==> config.mk <==
export PLATFORM = sky130hd
export DESIGN_NAME = beep_pattern_timer_flat
export DESIGN_NICKNAME = d
export VERILOG_FILES = /design/src/rtl/core/bpt_pkg.sv /design/src/rtl/core/bpt_in_if.sv /design/src/rtl/core/bpt_out_if.sv /design/src/rtl/core/bpt_step.sv /design/src/rtl/core/beep_pattern_timer.sv /design/src/flat_wrapper.sv
export SDC_FILE = /design/constraint.sdc
export NUM_CORES = 1
export LEC_CHECK = 0
export BUFFER_PORTS_ARGS = -buffer_cell sky130_fd_sc_hd__buf_2
export CELL_PAD_IN_SITES_DETAIL_PLACEMENT = 1
export CELL_PAD_IN_SITES_GLOBAL_PLACEMENT = 2
export CORE_UTILIZATION = 35
export DETAILED_ROUTE_END_ITERATION = 6
export GPL_TIMING_DRIVEN = 0
export PLACE_DENSITY_LB_ADDON = 0.1
export SETUP_SLACK_MARGIN = 0.05
export SLEW_MARGIN = 40
export SYNTH_ARGS = -nofsm -noshare
export SYNTH_HDL_FRONTEND = slang
export SYNTH_SLANG_ARGS = --single-unit
==> constraint.sdc <==
create_clock -name i_clk -period 5.1 [get_ports i_clk]
set_clock_uncertainty 0.05 [all_clocks]
set_input_delay 1.02 -clock i_clk [delete_from_list [all_inputs] [get_ports i_clk]]
set_output_delay 1.02 -clock i_clk [all_outputs]
set_load 0.01 [all_outputs]
==> src/rtl/core/bpt_pkg.sv <==
// Shared types and constants for the beep pattern timer.
`default_nettype none

package bpt_pkg;

    // Input action codes
    localparam logic [1:0] ACT_TICK  = 2'd0;
    localparam logic [1:0] ACT_START = 2'd1;
    localparam logic [1:0] ACT_STOP  = 2'd2;

    // Profile codes
    localparam logic [1:0] PROF_LIGHT   = 2'd0;
    localparam logic [1:0] PROF_MEDIUM  = 2'd1;
    localparam logic [1:0] PROF_HARD    = 2'd2;
    localparam logic [1:0] PROF_INVALID = 2'd3;

    // Configuration register indexes
    localparam logic [2:0] CFG_MAX_MINUTES   = 3'd0;
    localparam logic [2:0] CFG_LIGHT_ON_MS   = 3'd1;
    localparam logic [2:0] CFG_LIGHT_OFF_MS  = 3'd2;
    localparam logic [2:0] CFG_MEDIUM_ON_MS  = 3'd3;
    localparam logic [2:0] CFG_MEDIUM_OFF_MS = 3'd4;
    localparam logic [2:0] CFG_HARD_ON_MS    = 3'd5;
    localparam logic [2:0] CFG_HARD_OFF_MS   = 3'd6;

    localparam int unsigned CFG_IDX_W  = 3;
    localparam int unsigned CFG_DATA_W = 20;
    localparam int unsigned PHASE_W    = 21;
    localparam int unsigned TOTAL_W    = 32;
    localparam int unsigned ELAPSED_W  = 16;

    localparam logic [TOTAL_W-1:0] MS_PER_MINUTE = 32'd60000;

    // Reset values of the phase lengths
    localparam logic [19:0] RST_LIGHT_ON   = 20'd3000;
    localparam logic [19:0] RST_LIGHT_OFF  = 20'd60000;
    localparam logic [19:0] RST_MEDIUM_ON  = 20'd3000;
    localparam logic [19:0] RST_MEDIUM_OFF = 20'd30000;
    localparam logic [19:0] RST_HARD_ON    = 20'd4000;
    localparam logic [19:0] RST_HARD_OFF   = 20'd10000;

    typedef struct packed {
        logic                run_active;
        logic                buzzer_level;
        logic [1:0]          run_profile;
        logic [PHASE_W-1:0]  phase_ms;
        logic [TOTAL_W-1:0]  total_ms;
    } t_run_state;

    // cap_ms holds max_minutes * 60000, zero when the cap is off
    typedef struct packed {
        logic [TOTAL_W-1:0] cap_ms;
        logic [19:0]        light_on_ms;
        logic [19:0]        light_off_ms;
        logic [19:0]        medium_on_ms;
        logic [19:0]        medium_off_ms;
        logic [19:0]        hard_on_ms;
        logic [19:0]        hard_off_ms;
    } t_timer_cfg;

    typedef struct packed {
        logic buzzer_drive;
        logic level_changed;
        logic running;
    } t_result;

endpackage

`default_nettype wire

==> src/rtl/core/bpt_in_if.sv <==
// Input request channel of the beep pattern timer.
`default_nettype none

interface bpt_in_if;
    logic       valid;
    logic       ready;
    logic [1:0] action;
    logic [15:0] elapsed_ms;
    logic [1:0] profile;

    modport source (output valid, output action, output elapsed_ms, output profile,
                    input ready);
    modport sink   (input valid, input action, input elapsed_ms, input profile,
                    output ready);
endinterface

`default_nettype wire

==> src/rtl/core/bpt_out_if.sv <==
// Result channel of the beep pattern timer.
`default_nettype none

interface bpt_out_if;
    logic valid;
    logic ready;
    logic buzzer_drive;
    logic level_changed;
    logic running;

    modport source (output valid, output buzzer_drive, output level_changed,
                    output running, input ready);
    modport sink   (input valid, input buzzer_drive, input level_changed,
                    input running, output ready);
endinterface

`default_nettype wire

==> src/rtl/core/bpt_step.sv <==
// Next-state and result logic for one request of the beep pattern timer.
`default_nettype none

module bpt_step (
    input  wire  bpt_pkg::t_run_state i_state,
    input  wire  bpt_pkg::t_timer_cfg i_cfg,
    input  wire  logic [1:0]          i_action,
    input  wire  logic [15:0]         i_elapsed_ms,
    input  wire  logic [1:0]          i_profile,
    output bpt_pkg::t_run_state       o_state,
    output bpt_pkg::t_result          o_result
);
    import bpt_pkg::*;

    logic [PHASE_W:0]   phase_sum;
    logic [PHASE_W-1:0] phase_sat;
    logic [TOTAL_W:0]   total_sum;
    logic [TOTAL_W-1:0] total_sat;
    logic [19:0]        on_limit;
    logic [19:0]        off_limit;
    logic [19:0]        limit;
    logic               cap_hit;
    logic               phase_done;

    assign phase_sum = {1'b0, i_state.phase_ms} + (PHASE_W+1)'(i_elapsed_ms);
    assign phase_sat = phase_sum[PHASE_W] ? {PHASE_W{1'b1}} : phase_sum[PHASE_W-1:0];
    assign total_sum = {1'b0, i_state.total_ms} + (TOTAL_W+1)'(i_elapsed_ms);
    assign total_sat = total_sum[TOTAL_W] ? {TOTAL_W{1'b1}} : total_sum[TOTAL_W-1:0];

    always_comb begin
        case (i_state.run_profile)
            PROF_LIGHT: begin
                on_limit  = i_cfg.light_on_ms;
                off_limit = i_cfg.light_off_ms;
            end
            PROF_MEDIUM: begin
                on_limit  = i_cfg.medium_on_ms;
                off_limit = i_cfg.medium_off_ms;
            end
            default: begin
                on_limit  = i_cfg.hard_on_ms;
                off_limit = i_cfg.hard_off_ms;
            end
        endcase
    end

    assign limit      = i_state.buzzer_level ? on_limit : off_limit;
    assign cap_hit    = (i_cfg.cap_ms != '0) && (total_sat >= i_cfg.cap_ms);
    assign phase_done = phase_sat >= PHASE_W'(limit);

    always_comb begin
        o_state = i_state;
        case (i_action)
            ACT_START: begin
                if (i_profile != PROF_INVALID &&
                    !(i_state.run_active && i_state.run_profile == i_profile)) begin
                    o_state.run_active   = 1'b1;
                    o_state.buzzer_level = 1'b1;
                    o_state.run_profile  = i_profile;
                    o_state.phase_ms     = '0;
                    o_state.total_ms     = '0;
                end
            end
            ACT_STOP: begin
                if (i_state.run_active || i_state.buzzer_level) begin
                    o_state = '0;
                end
            end
            ACT_TICK: begin
                if (i_state.run_active) begin
                    o_state.phase_ms = phase_sat;
                    o_state.total_ms = total_sat;
                    // cap wins over the phase compare
                    if (cap_hit) begin
                        o_state.run_active   = 1'b0;
                        o_state.buzzer_level = 1'b0;
                    end else if (phase_done) begin
                        o_state.phase_ms     = '0;
                        o_state.buzzer_level = !i_state.buzzer_level;
                    end
                end
            end
            default: begin
                o_state = i_state;
            end
        endcase
    end

    assign o_result.buzzer_drive  = o_state.buzzer_level;
    assign o_result.level_changed = o_state.buzzer_level != i_state.buzzer_level;
    assign o_result.running       = o_state.run_active;

endmodule

`default_nettype wire

==> src/rtl/core/beep_pattern_timer.sv <==
// Beep pattern timer: run state, configuration registers and result register.
// A result is valid in the cycle after its request is accepted.
// Throughput: one request per cycle while the result side takes results; the run
// state updates in a single pass at acceptance and the one result register decouples the output side.
// Reset (synchronous, active low): run cleared, buzzer silent, phase lengths
// at their defaults, cap off, no result pending.
`default_nettype none

module beep_pattern_timer (
    input  wire                              i_clk,
    input  wire                              i_rst_n,
    input  wire                              i_cfg_we,
    input  wire  [bpt_pkg::CFG_IDX_W-1:0]    i_cfg_index,
    input  wire  [bpt_pkg::CFG_DATA_W-1:0]   i_cfg_data,
    bpt_in_if.sink                           i_in,
    bpt_out_if.source                        o_out
);
    import bpt_pkg::*;

    t_run_state r_state;
    t_run_state n_state;
    t_timer_cfg r_cfg;
    t_result    r_result;
    t_result    n_result;
    logic       r_out_valid;
    logic       in_fire;

    assign i_in.ready = !r_out_valid || o_out.ready;
    assign in_fire    = i_in.valid && i_in.ready;

    bpt_step u_step (
        .i_state      (r_state),
        .i_cfg        (r_cfg),
        .i_action     (i_in.action),
        .i_elapsed_ms (i_in.elapsed_ms),
        .i_profile    (i_in.profile),
        .o_state      (n_state),
        .o_result     (n_result)
    );

    // Configuration registers; the cap is stored in milliseconds
    always_ff @(posedge i_clk) begin
        if (!i_rst_n) begin
            r_cfg.cap_ms        <= '0;
            r_cfg.light_on_ms   <= RST_LIGHT_ON;
            r_cfg.light_off_ms  <= RST_LIGHT_OFF;
            r_cfg.medium_on_ms  <= RST_MEDIUM_ON;
            r_cfg.medium_off_ms <= RST_MEDIUM_OFF;
            r_cfg.hard_on_ms    <= RST_HARD_ON;
            r_cfg.hard_off_ms   <= RST_HARD_OFF;
        end else if (i_cfg_we) begin
            case (i_cfg_index)
                CFG_MAX_MINUTES:   r_cfg.cap_ms <= TOTAL_W'(i_cfg_data[15:0]) * MS_PER_MINUTE;
                CFG_LIGHT_ON_MS:   r_cfg.light_on_ms   <= i_cfg_data;
                CFG_LIGHT_OFF_MS:  r_cfg.light_off_ms  <= i_cfg_data;
                CFG_MEDIUM_ON_MS:  r_cfg.medium_on_ms  <= i_cfg_data;
                CFG_MEDIUM_OFF_MS: r_cfg.medium_off_ms <= i_cfg_data;
                CFG_HARD_ON_MS:    r_cfg.hard_on_ms    <= i_cfg_data;
                CFG_HARD_OFF_MS:   r_cfg.hard_off_ms   <= i_cfg_data;
                default: begin
                end
            endcase
        end
    end

    always_ff @(posedge i_clk) begin
        if (!i_rst_n) begin
            r_state     <= '0;
            r_out_valid <= 1'b0;
        end else begin
            if (in_fire) begin
                r_state <= n_state;
            end
            if (in_fire) begin
                r_out_valid <= 1'b1;
            end else if (o_out.ready) begin
                r_out_valid <= 1'b0;
            end
        end
    end

    // Result payload: load on every accepted request, hold otherwise
    always_ff @(posedge i_clk) begin
        if (in_fire) begin
            r_result <= n_result;
        end
    end

    assign o_out.valid         = r_out_valid;
    assign o_out.buzzer_drive  = r_result.buzzer_drive;
    assign o_out.level_changed = r_result.level_changed;
    assign o_out.running       = r_result.running;

`ifndef SYNTHESIS
    a_silent_when_idle: assert property (@(posedge i_clk)
        !r_state.run_active |-> !r_state.buzzer_level)
        else $error("buzzer sounding without an active run");

    a_no_result_after_reset: assert property (@(posedge i_clk)
        !i_rst_n |=> !o_out.valid)
        else $error("result valid right after reset");

    a_start_sounds: assert property (@(posedge i_clk) disable iff (!i_rst_n)
        (in_fire && i_in.action == ACT_START && i_in.profile != PROF_INVALID &&
         (!r_state.run_active || r_state.run_profile != i_in.profile))
        |=> (r_state.run_active && r_state.buzzer_level && r_state.total_ms == '0))
        else $error("fresh start did not begin a sounding run");

    a_result_matches_state: assert property (@(posedge i_clk) disable iff (!i_rst_n)
        $past(in_fire) |-> (o_out.valid && o_out.running == r_state.run_active &&
                            o_out.buzzer_drive == r_state.buzzer_level))
        else $error("result disagrees with run state");
`endif

endmodule

`default_nettype wire

==> src/flat_wrapper.sv <==
// flat-port wrapper written by rule: the top's interface ports become plain ports
module beep_pattern_timer_flat import bpt_pkg::*;
  (i_clk, i_rst_n, i_cfg_we, i_cfg_index, i_cfg_data, i_in_valid, i_in_action, i_in_elapsed_ms, i_in_profile, i_in_ready, o_out_valid, o_out_buzzer_drive, o_out_level_changed, o_out_running, o_out_ready);
  bpt_in_if i_in_i ();
  bpt_out_if o_out_i ();
  input  wire i_clk;
  input  wire i_rst_n;
  input  wire i_cfg_we;
  input  wire  [bpt_pkg::CFG_IDX_W-1:0] i_cfg_index;
  input  wire  [bpt_pkg::CFG_DATA_W-1:0] i_cfg_data;
  input wire logic [$bits(i_in_i.valid)-1:0] i_in_valid;
  input wire logic [$bits(i_in_i.action)-1:0] i_in_action;
  input wire logic [$bits(i_in_i.elapsed_ms)-1:0] i_in_elapsed_ms;
  input wire logic [$bits(i_in_i.profile)-1:0] i_in_profile;
  output wire logic [$bits(i_in_i.ready)-1:0] i_in_ready;
  output wire logic [$bits(o_out_i.valid)-1:0] o_out_valid;
  output wire logic [$bits(o_out_i.buzzer_drive)-1:0] o_out_buzzer_drive;
  output wire logic [$bits(o_out_i.level_changed)-1:0] o_out_level_changed;
  output wire logic [$bits(o_out_i.running)-1:0] o_out_running;
  input wire logic [$bits(o_out_i.ready)-1:0] o_out_ready;
  assign i_in_i.valid = i_in_valid;
  assign i_in_i.action = i_in_action;
  assign i_in_i.elapsed_ms = i_in_elapsed_ms;
  assign i_in_i.profile = i_in_profile;
  assign i_in_ready = i_in_i.ready;
  assign o_out_valid = o_out_i.valid;
  assign o_out_buzzer_drive = o_out_i.buzzer_drive;
  assign o_out_level_changed = o_out_i.level_changed;
  assign o_out_running = o_out_i.running;
  assign o_out_i.ready = o_out_ready;
  beep_pattern_timer u_core (.i_clk(i_clk), .i_rst_n(i_rst_n), .i_cfg_we(i_cfg_we), .i_cfg_index(i_cfg_index), .i_cfg_data(i_cfg_data), .i_in(i_in_i), .o_out(o_out_i));
endmodule
Word level (Yosys, flattened, before mapping)
Cells that the tools add are included.
Widths: inputs -> output; s select.
{"block": "totals", "regBits": 208, "in_bits": 48, "out_inout_bits": 5}
{"block": "classes", "addsub": 2, "mul": 1, "n_lt_le_gt_ge": 2, "eq_ne": 15, "n_mux": 19, "n_reduce_logical": 25}
{"cell": "$pmux 53 s3", "count": 1}
{"cell": "$mux 57", "count": 2}
{"cell": "$pmux 20 s2", "count": 2}
{"cell": "$mux 21", "count": 3}
{"cell": "$mux 53", "count": 1}
{"cell": "$add 32x16->33", "count": 1}
{"cell": "$ge 32x32->1", "count": 1}
{"cell": "$mux 32", "count": 1}
{"cell": "$reduce_bool 32->1", "count": 1}
{"cell": "$mul 16x11->27 const B", "count": 1}
{"cell": "$add 21x16->22", "count": 1}
{"cell": "$ge 21x20->1", "count": 1}
{"cell": "$mux 20", "count": 1}
{"cell": "$reduce_and 2->1", "count": 7}
{"cell": "$eq 3x3->1 const B", "count": 3}
{"cell": "$eq 3x2->1 const B", "count": 2}
{"cell": "$ne 2x2->1 const B", "count": 3}
{"cell": "$pmux 2 s3", "count": 1}
{"cell": "$mux 1", "count": 5}
{"cell": "$reduce_and 5->1", "count": 1}
{"cell": "$eq 2x1->1 const B", "count": 2}
{"cell": "$logic_and 1x1->1", "count": 4}
{"cell": "$logic_not 2->1", "count": 2}
{"cell": "$pmux 2 s2", "count": 1}
{"cell": "other kinds (12)", "count": 16}

Longest topological paths before layout
Gate-level depths: netlist of run 1.
{"block": "logic_depth", "word_depth": 9, "depth_mapped": 22}

Cells and area by module
A second synthesis of run 1 with hierarchy kept.
{"block": "unflattened", "cells_unflattened": 2113, "hier_area_um2": 16543.4}
{"module": "beep_pattern_timer", "instances": 1, "cells_each": 1246, "area_per_inst_um2": 10889.2, "seq_area_each_um2": 4194.0}
{"module": "bpt_step", "instances": 1, "cells_each": 867, "area_per_inst_um2": 5654.2, "seq_area_each_um2": 0.0}

Worst setup path before layout of run 1
Ideal clock, no wire load.
{"block": "synth_timing", "kind": "input to register", "startpoint": "in i_in_elapsed_ms[0]", "endpoint": "reg u_core.r_state[55] in the netlist's numbering", "setup_time_ns": 0.122, "arrival_ns": 5.292, "required_ns": 4.928, "setup_slack_ns": -0.364, "cell_stages": 22, "path_buffers": 3, "cell_sequence": "ha_1 > fa_1 > a211oi_1 > o21ai_0 > nand2_1 > o31ai_2 > nand2_1 > or2_1 > clkbuf_1 > clkbuf_1 > clkbuf_1 > nand2_1 > ha_1 > nand4_1 > nor2_1 > nand3_1 > or4_1 > a211oi_1 > nor3_2 > nand3_1 > nor2_1 > a311o_1"}
{"block": "synth_between", "elab_chain_cells": 7}
{"element": "start: declaration", "line_no": "flat_wrapper.sv:13", "text": "input wire logic [$bits(i_in_i.elapsed_ms)-1:0] i_in_elapsed_ms;"}
{"element": "$add 32x16->33 or $add 21x16->22 (tied branches)", "line_no": "bpt_step.sv:27, bpt_step.sv:25"}
{"element": "$mux 32 or $mux 21 (tied branches)", "line_no": "bpt_step.sv:28, bpt_step.sv:26"}
{"element": "$ge 32x32->1 or $ge 21x20->1 (tied branches)", "line_no": "bpt_step.sv:48, bpt_step.sv:49"}
{"element": "$logic_and 1x1->1 or $mux 1 (tied branches)", "line_no": "bpt_step.sv:48, bpt_step.sv:77"}
{"element": "$mux 1 (*)", "line_no": "bpt_step.sv:74", "text": "if (cap_hit) begin"}
{"element": "$mux 2 (*)", "line_no": "bpt_step.sv:70", "text": "if (i_state.run_active) begin"}
{"element": "$pmux 2 s3 (*)", "line_no": "bpt_step.sv:53", "text": "case (i_action)"}
{"element": "end signal: assignment", "line_no": "beep_pattern_timer.sv:72", "text": "r_state <= n_state;"}
{"element": "end: declaration", "line_no": "beep_pattern_timer.sv:20", "text": "t_run_state r_state;"}
Mark *: on every way between the ends. The rest lies on a longest branch, timed or not.
A chain may end at the register's enable or synchronous reset.

Final worst setup path of run 1
{"block": "layout_timing", "startpoint": "in i_cfg_data[0] in the netlist's numbering", "endpoint": "reg u_core.r_cfg[150] in the netlist's numbering"}
{"block": "layout_between", "elab_chain_cells": 1}
{"element": "start: declaration", "line_no": "flat_wrapper.sv:10", "text": "input wire [bpt_pkg::CFG_DATA_W-1:0] i_cfg_data;"}
{"element": "$mul 16x11->27", "line_no": "beep_pattern_timer.sv:53", "text": "CFG_MAX_MINUTES: r_cfg.cap_ms <= TOTAL_W'(i_cfg_data[15:0]) * MS_PER_MINUTE;"}
{"element": "end: declaration", "line_no": "beep_pattern_timer.sv:22", "text": "t_timer_cfg r_cfg;"}
Every way passes these cells.

==> run metrics, run 1 <==
Hold Violations, Final 0; outcome finished with violations; post-layout util a little over two fifths; TritonCTS Buffers 26; synth unique cells 79; cell mode on critical path fa_1; Critical-path top delay cell fa_1; share of cells above drive strength 1 16.44%; Net Sw Frac roughly two fifths; ys flop type dfxtp_1; TritonCTS clock tree done; CP Capture Type flop; Tmin final 5.003 ns; Total Routed Length between 50,000 and 60,000 um; Hold Startpoint u_core.r_cfg[41]; Vias/cell about 5.5; placeable core area 0.04102 sq mm; WL met1 25,990 um; pre-CTS setup slack -1.386 ns; IO Pins 53; initial antenna violation count 1; largest net degree at the start of global routing 15; Reg2Reg Depth 20; die area 0.04266 sq mm; Switch Pwr approximately 2.7 mW; hold path cells 2; final setup violation count 0; CP Max Fanout 11; syn nets about 2k; Syn Inst Count 1,740; Worst slew margin 41.12%; asr flop ratio synth 0%; synthesized cell area around 0.015 sq mm; WP data required 5.48 ns; P_int 4.348 mW; RSZ-0062 raised after global routing yes; HPWL Detailed 39,490 um; EDFF count, synth 3; clk sinks 208; num rows 74; fin crit share a little over nine tenths; commonest non-fill, non-tap cell in the layout nand2_1; die span in x between 200 and 250 um; setup ws final 0.09725 ns; Final Slew Violations 0; Die Y-Extent 206.5 um; depth of the CTS H-tree 1; Initial Util 35.70%; Critical path origin i_cfg_data[0]; Comb power frac 48.0%; failing checks DRC; # diodes 0; CTS Root Buffer Type clkbuf_16; Power Density ~390 mW/mm^2; Leak 7.235 nW; post-synthesis sequential area ratio 28.64%; placer's final routability congestion estimate 0.7989; Startpoint Class input port; antenna viol nets, final 0; CTS max path bufs 3; Filler Cells Inserted 4,834; via count 13.14k; Fmax 199.9 MHz; clock slew at reported path FFs 0.06 ns; DR DRC count 5; yosys warns 0; Syn Area/Cell ~8.4 sq um; WP buf/inv 3; Clock power frac 27.5%; Crit Path Category in2reg; DR WL/cell 21.77 um; number of global-route vias before repair 13.21k; Initial DRC Count roughly 620; WL met3 ~1500 um; Skew-Pair Late Insertion Delay 0.55 ns; cell breakdown of the critical path buf_12, fa_1, inv_1, fa_1, fa_1, inv_2, fa_2, fa_1, ha_4, nor2_1, a21oi_2, a31oi_4, o21ai_4, a21oi_4, o31ai_4, mux2i_1, a31o_2; sequential power share 24.5%; cts hold-fix bufs 0; most frequent cells in the layout nand2_1 (361), dfxtp_1 (205), a21oi_1 (164); gr ovfl total 0; worst min path class reg2reg; maximum vdd ir drop roughly 0.36 mV; first-pass GRT wire length 79,810 um; Yosys reg bits 208; Max Cap Viol 0; Global Route Usage Sum 24.70%; R2R Path Start u_core.r_state[2]; critical path depth in cells 17; routed wl met2 23,960 um; top cell family by delay on the critical path adder cells; Nets approximately 2.1k; max incr delay on CP 0.53 ns; WP data arrival 5.39 ns; uppermost layer routed met4; Slew @ Worst Pin 0.8799 ns; drt pass-1 iters 7; port bufs 50; Layout area overhead 22.49%
metal layers:
metal,track usage (%),up-vias
met5,0,-
met4,5.200,0
met3,2.229,52
met2,40.22,198
met1,35.38,6546
li1,-,6348
power by group through the flow:
stage	Combinational [mW]	Sequential, mW	Clock [mW]
after floorplan	2.06	1.75	0
after global placement	2.83	1.76	0
after detailed placement	2.87	1.77	0
after CTS	3.13	1.73	1.98
after global routing	3.74	1.74	2.04
final	3.39	1.73	1.94
per-stage QoR:
stage	TNS, ns	hold slack [ns]	power (mW)	instances	instance area [sq um]
6_report	0	0.4035	7.065	2406	17940
3_3_place_gp	-45.30	0.3895	4.591	2322	15710
4_1_cts	0	0.4053	6.840	2388	17330
2_1_floorplan	-0.09874	0.3831	3.808	1740	14790
5_1_grt	-0.2658	0.4209	7.523	2406	17940
3_5_place_dp	-43.25	0.3974	4.634	2323	15730
cell type report:
class / count / area [sq um] / area share, %
Buffer: 79 / 402.9 / 2.246
Clock inverter: 10 / 118.9 / 0.6627
Timing Repair Buffer: 90 / 693.2 / 3.865
Clock buffer: 35 / 777.0 / 4.332
Sequential cell: 208 / 4194 / 23.38
Multi-Input combinational cell: 1365 / 10760 / 59.98
Inverter: 87 / 326.6 / 1.821
Tap cell: 532 / 665.6 / 3.711
worst reg2reg max path, cell delays in order, from the launching register on:
cell      delay, ns
dfxtp_1        0.42
ha_4           0.26
a21oi_4        0.16
a21oi_2        0.08
o41a_1         0.34
a311o_2        0.41
o21ai_4        0.21
a21boi_4       0.09
buf_6          0.14
a21oi_1        0.26
a41oi_4        0.06
ha_1           0.31
nand4_1        0.12
nor2_2         0.18
nand3_2        0.09
or4_4          0.56
a211oi_4       0.31
nor3_4         0.13
nor2b_1        0.16
o21ai_1        0.18
nand2_1        0.07
sequential cells by signal, indices dropped and copies added, names as in the netlist:
name                        cells
u_core.o_out.running            1
u_core.r_state                 57
u_core.o_out.buzzer_drive       1
u_core.o_out.valid              1
u_core.r_cfg                  147
u_core.o_out.level_changed      1
path summary, 6_finish.rpt:
path	end	slack, ns
worst min-delay path	u_core.r_cfg[41]	0.40
worst min register to register	u_core.r_cfg[41]	0.40
worst max register to register	u_core.o_out.running	0.26
worst max-delay path	u_core.r_cfg[150]	0.1
kinds of logic (layout without fill, tap and decap cells):
logic type | Yosys count | in the layout | share of synthesized area (%)
compound gates | 426 | 426 | 18.20
xor+xnor | 54 | 54 | 3.230
fa+ha+maj | 219 | 219 | 21.94
buf+inv | 167 | 301 | 4.358
flops | 208 | 208 | 28.64
mux | 46 | 46 | 4.888
simple gates | 620 | 620 | 18.74
Yosys cell counts (25+ instances only):
library cell | count | area share, %
nand2_1 | 372 | 9.5
a21oi_1 | 179 | 6.1
a21o_1 | 25 | 1.3
dfxtp_1 | 205 | 28
ha_1 | 156 | 13
fa_1 | 63 | 8.6
xnor2_1 | 31 | 1.9
inv_1 | 87 | 2.2
clkbuf_1 | 58 | 1.5
nand3_1 | 61 | 2.1
nor2_1 | 61 | 1.6
o21ai_0 | 55 | 1.9
timing repair:
action,4_1_cts,5_1_grt
cloned,0,2
setup endpoints to repair,37,38
resized for setup,97,98
buffers inserted,21,17
pin swaps,43,93
Power figures use the tool's default switching activity.
==> run 2, diff against run 1 <==
--- a/config.mk
+++ b/config.mk
@@ -8,10 +8,12 @@
 export BUFFER_PORTS_ARGS = -buffer_cell sky130_fd_sc_hd__buf_2
 export CELL_PAD_IN_SITES_DETAIL_PLACEMENT = 1
 export CELL_PAD_IN_SITES_GLOBAL_PLACEMENT = 2
+export CORE_ASPECT_RATIO = 1.25
 export CORE_UTILIZATION = 35
 export DETAILED_ROUTE_END_ITERATION = 6
 export GPL_TIMING_DRIVEN = 0
 export PLACE_DENSITY_LB_ADDON = 0.1
+export REMOVE_ABC_BUFFERS = 1
 export SETUP_SLACK_MARGIN = 0.05
 export SLEW_MARGIN = 40
 export SYNTH_ARGS = -nofsm -noshare
==> run metrics, run 2 (same netlist as run 1, synthesis figures left out) <==
IO Pins 53; Worst R2R End u_core.o_out.running; CTS max path bufs 3; Die Y-Extent 230.7 um; via count 12.84k; Startpoint Class input port; die area 0.04266 sq mm; worst hold margin 0.4036 ns; initial antenna violation count 0; final setup violation count 0; WP data required ~5.4 ns; DR DRC count 0; Slew @ Worst Pin about 0.81 ns; DR WL/cell about 20 um; CTS Root Buffer Type clkbuf_16; Tmin final 4.952 ns; HPWL Detailed 33,310 um; Total Routed Length 47,270 um; RSZ-0062 raised after global routing yes; max incr delay on CP 0.56 ns; share of cells above drive strength 1 16.73%; pre-CTS setup slack -1.912 ns; maximum vdd ir drop 0.2541 mV; register-to-register setup slack 0.36 ns; # diodes 0; drt pass-1 iters 5; top cell family by delay on the critical path compound AO/OA/AOI/OAI gates; Reg2Reg Depth 20; antenna viol nets, final 0; TritonCTS Buffers 26; gr ovfl total 0; TritonCTS clock tree done; WP data arrival roughly 5.2 ns; Max Cap Viol 0; commonest non-fill, non-tap cell in the layout nand2_1; CP Capture Type flop; top flop regs u_core.r_cfg (147), u_core.r_state (57); outcome finished, final reports clean; Hold Violations, Final 0; Critical-path top delay cell or4_4; number of global-route vias before repair 13.22k; cell breakdown of the critical path buf_8, ha_4, a21oi_4, a21oi_4, o41a_1, a311o_1, buf_6, o21ai_4, a21boi_4, nand2_1, mux2_2, ha_1, nand4_1, nor2_2, nand3_2, or4_4, a211oi_4, nor3_4, nor2b_1, o21ai_2, nand2_1; Leak 7.137 nW; largest register by flop count u_core.r_cfg; clock slew at reported path FFs 0.06 ns; CP Max Fanout 6; R2R Path Start u_core.r_state[2]; Final Slew Violations 0; Fmax 201.9 MHz; setup ws final 0.1477 ns; WP buf/inv 2; Global Route Usage Sum between 20% and 30%; largest net degree at the start of global routing 82; placer's final routability congestion estimate 0.7918; Layout area overhead 20.29%; Critical path origin i_in_elapsed_ms[2]; Worst slew margin 46.05%; Hold Startpoint u_core.r_cfg[57]; num rows 83; Total Power just under 7 mW; Initial DRC Count 561; Hold Path End u_core.r_cfg[57]; Initial Util roughly 36%; port bufs 52; most frequent cells in the layout nand2_1 (365), dfxtp_1 (202), a21oi_1 (161); Vias/cell 5.418; die span in x 184.9 um; Finished Layout Cells roughly 2.4k; max reg flops 147; Power Density 391.3 mW/mm^2; placed cell count 2,279; depth of the CTS H-tree 1; placeable core area 0.04112 sq mm; Nets 2,064; Skew-Pair Late Insertion Delay 0.56 ns; Crit Path Category in2reg; fin crit share slightly below 100%; post-layout util a little over two fifths; first-pass GRT wire length 73,650 um; clk sinks 208; cts hold-fix bufs 0; hold path cells 2; worst min path class reg2reg
[run 2: cell count changes in the layout (fill, tap and decap cells not counted), sizes merged]
cell | previous run | this run
clkbuf | 96 | 39
buf | 108 | 106
clkinv | 5 | 7
clkinvlp | 3 | 1
or2 | 6 | 8
[run 2: per-stage QoR]
stage          instance area (sq um)   TNS, ns
4_1_cts                        16870         0
6_report                       17610         0
2_1_floorplan                  14330    -20.50
5_1_grt                        17610  -0.03496
3_3_place_gp                   15280   -140.41
3_5_place_dp                   15640    -56.58
[run 2: worst min-delay path: stages (launching register included)]
cell	delay [ns]
dfxtp_1	0.31
nand2_1	0.05
a21oi_1	0.05
[run 2: layout make-up]
| cell class | instances | area, sq um |
|---|---|---|
| timing repair buffer | 107 | 900.9 |
| clock buffer | 38 | 755.7 |
| sequential | 208 | 4203 |
| fill | 4822 | 23510 |
| tap | 552 | 690.7 |
| clock inverter | 10 | 121.4 |
| multi-input combinational | 1367 | 10610 |
| inverter | 87 | 334.1 |
[run 2: timing repair]
item	4_1_cts	5_1_grt
gates cloned	1	1
resized for setup	51	103
setup buffers	17	23
setup endpoints to repair	38	39
pin swaps	21	69
[run 2: power by group]
group | switching, mW | internal (mW)
clock | 0.789 | 1.13
sequential | 0.0484 | 1.69
combinational | 1.74 | 1.49
[run 2: metal layers]
layer  share of wire (%)  GRT usage [%]
met3                 3.0          2.319
met4                 2.8          6.715
met1                  47          29.27
met5                   0              0
met2                  48          37.91
[run 2: worst max path at each step]
stage / cells past startpoint / to / slack, ns
5_1_grt: 22 / u_core.o_out.level_changed / -0.02
3_3_place_gp: 20 / u_core.r_state[50] / -3.00
4_1_cts: 22 / u_core.o_out.level_changed / 0.02
3_5_place_dp: 20 / u_core.o_out.level_changed / -1.91
2_1_floorplan: 19 / u_core.r_state[32] / -0.87
6_report: 21 / u_core.o_out.running / 0.15
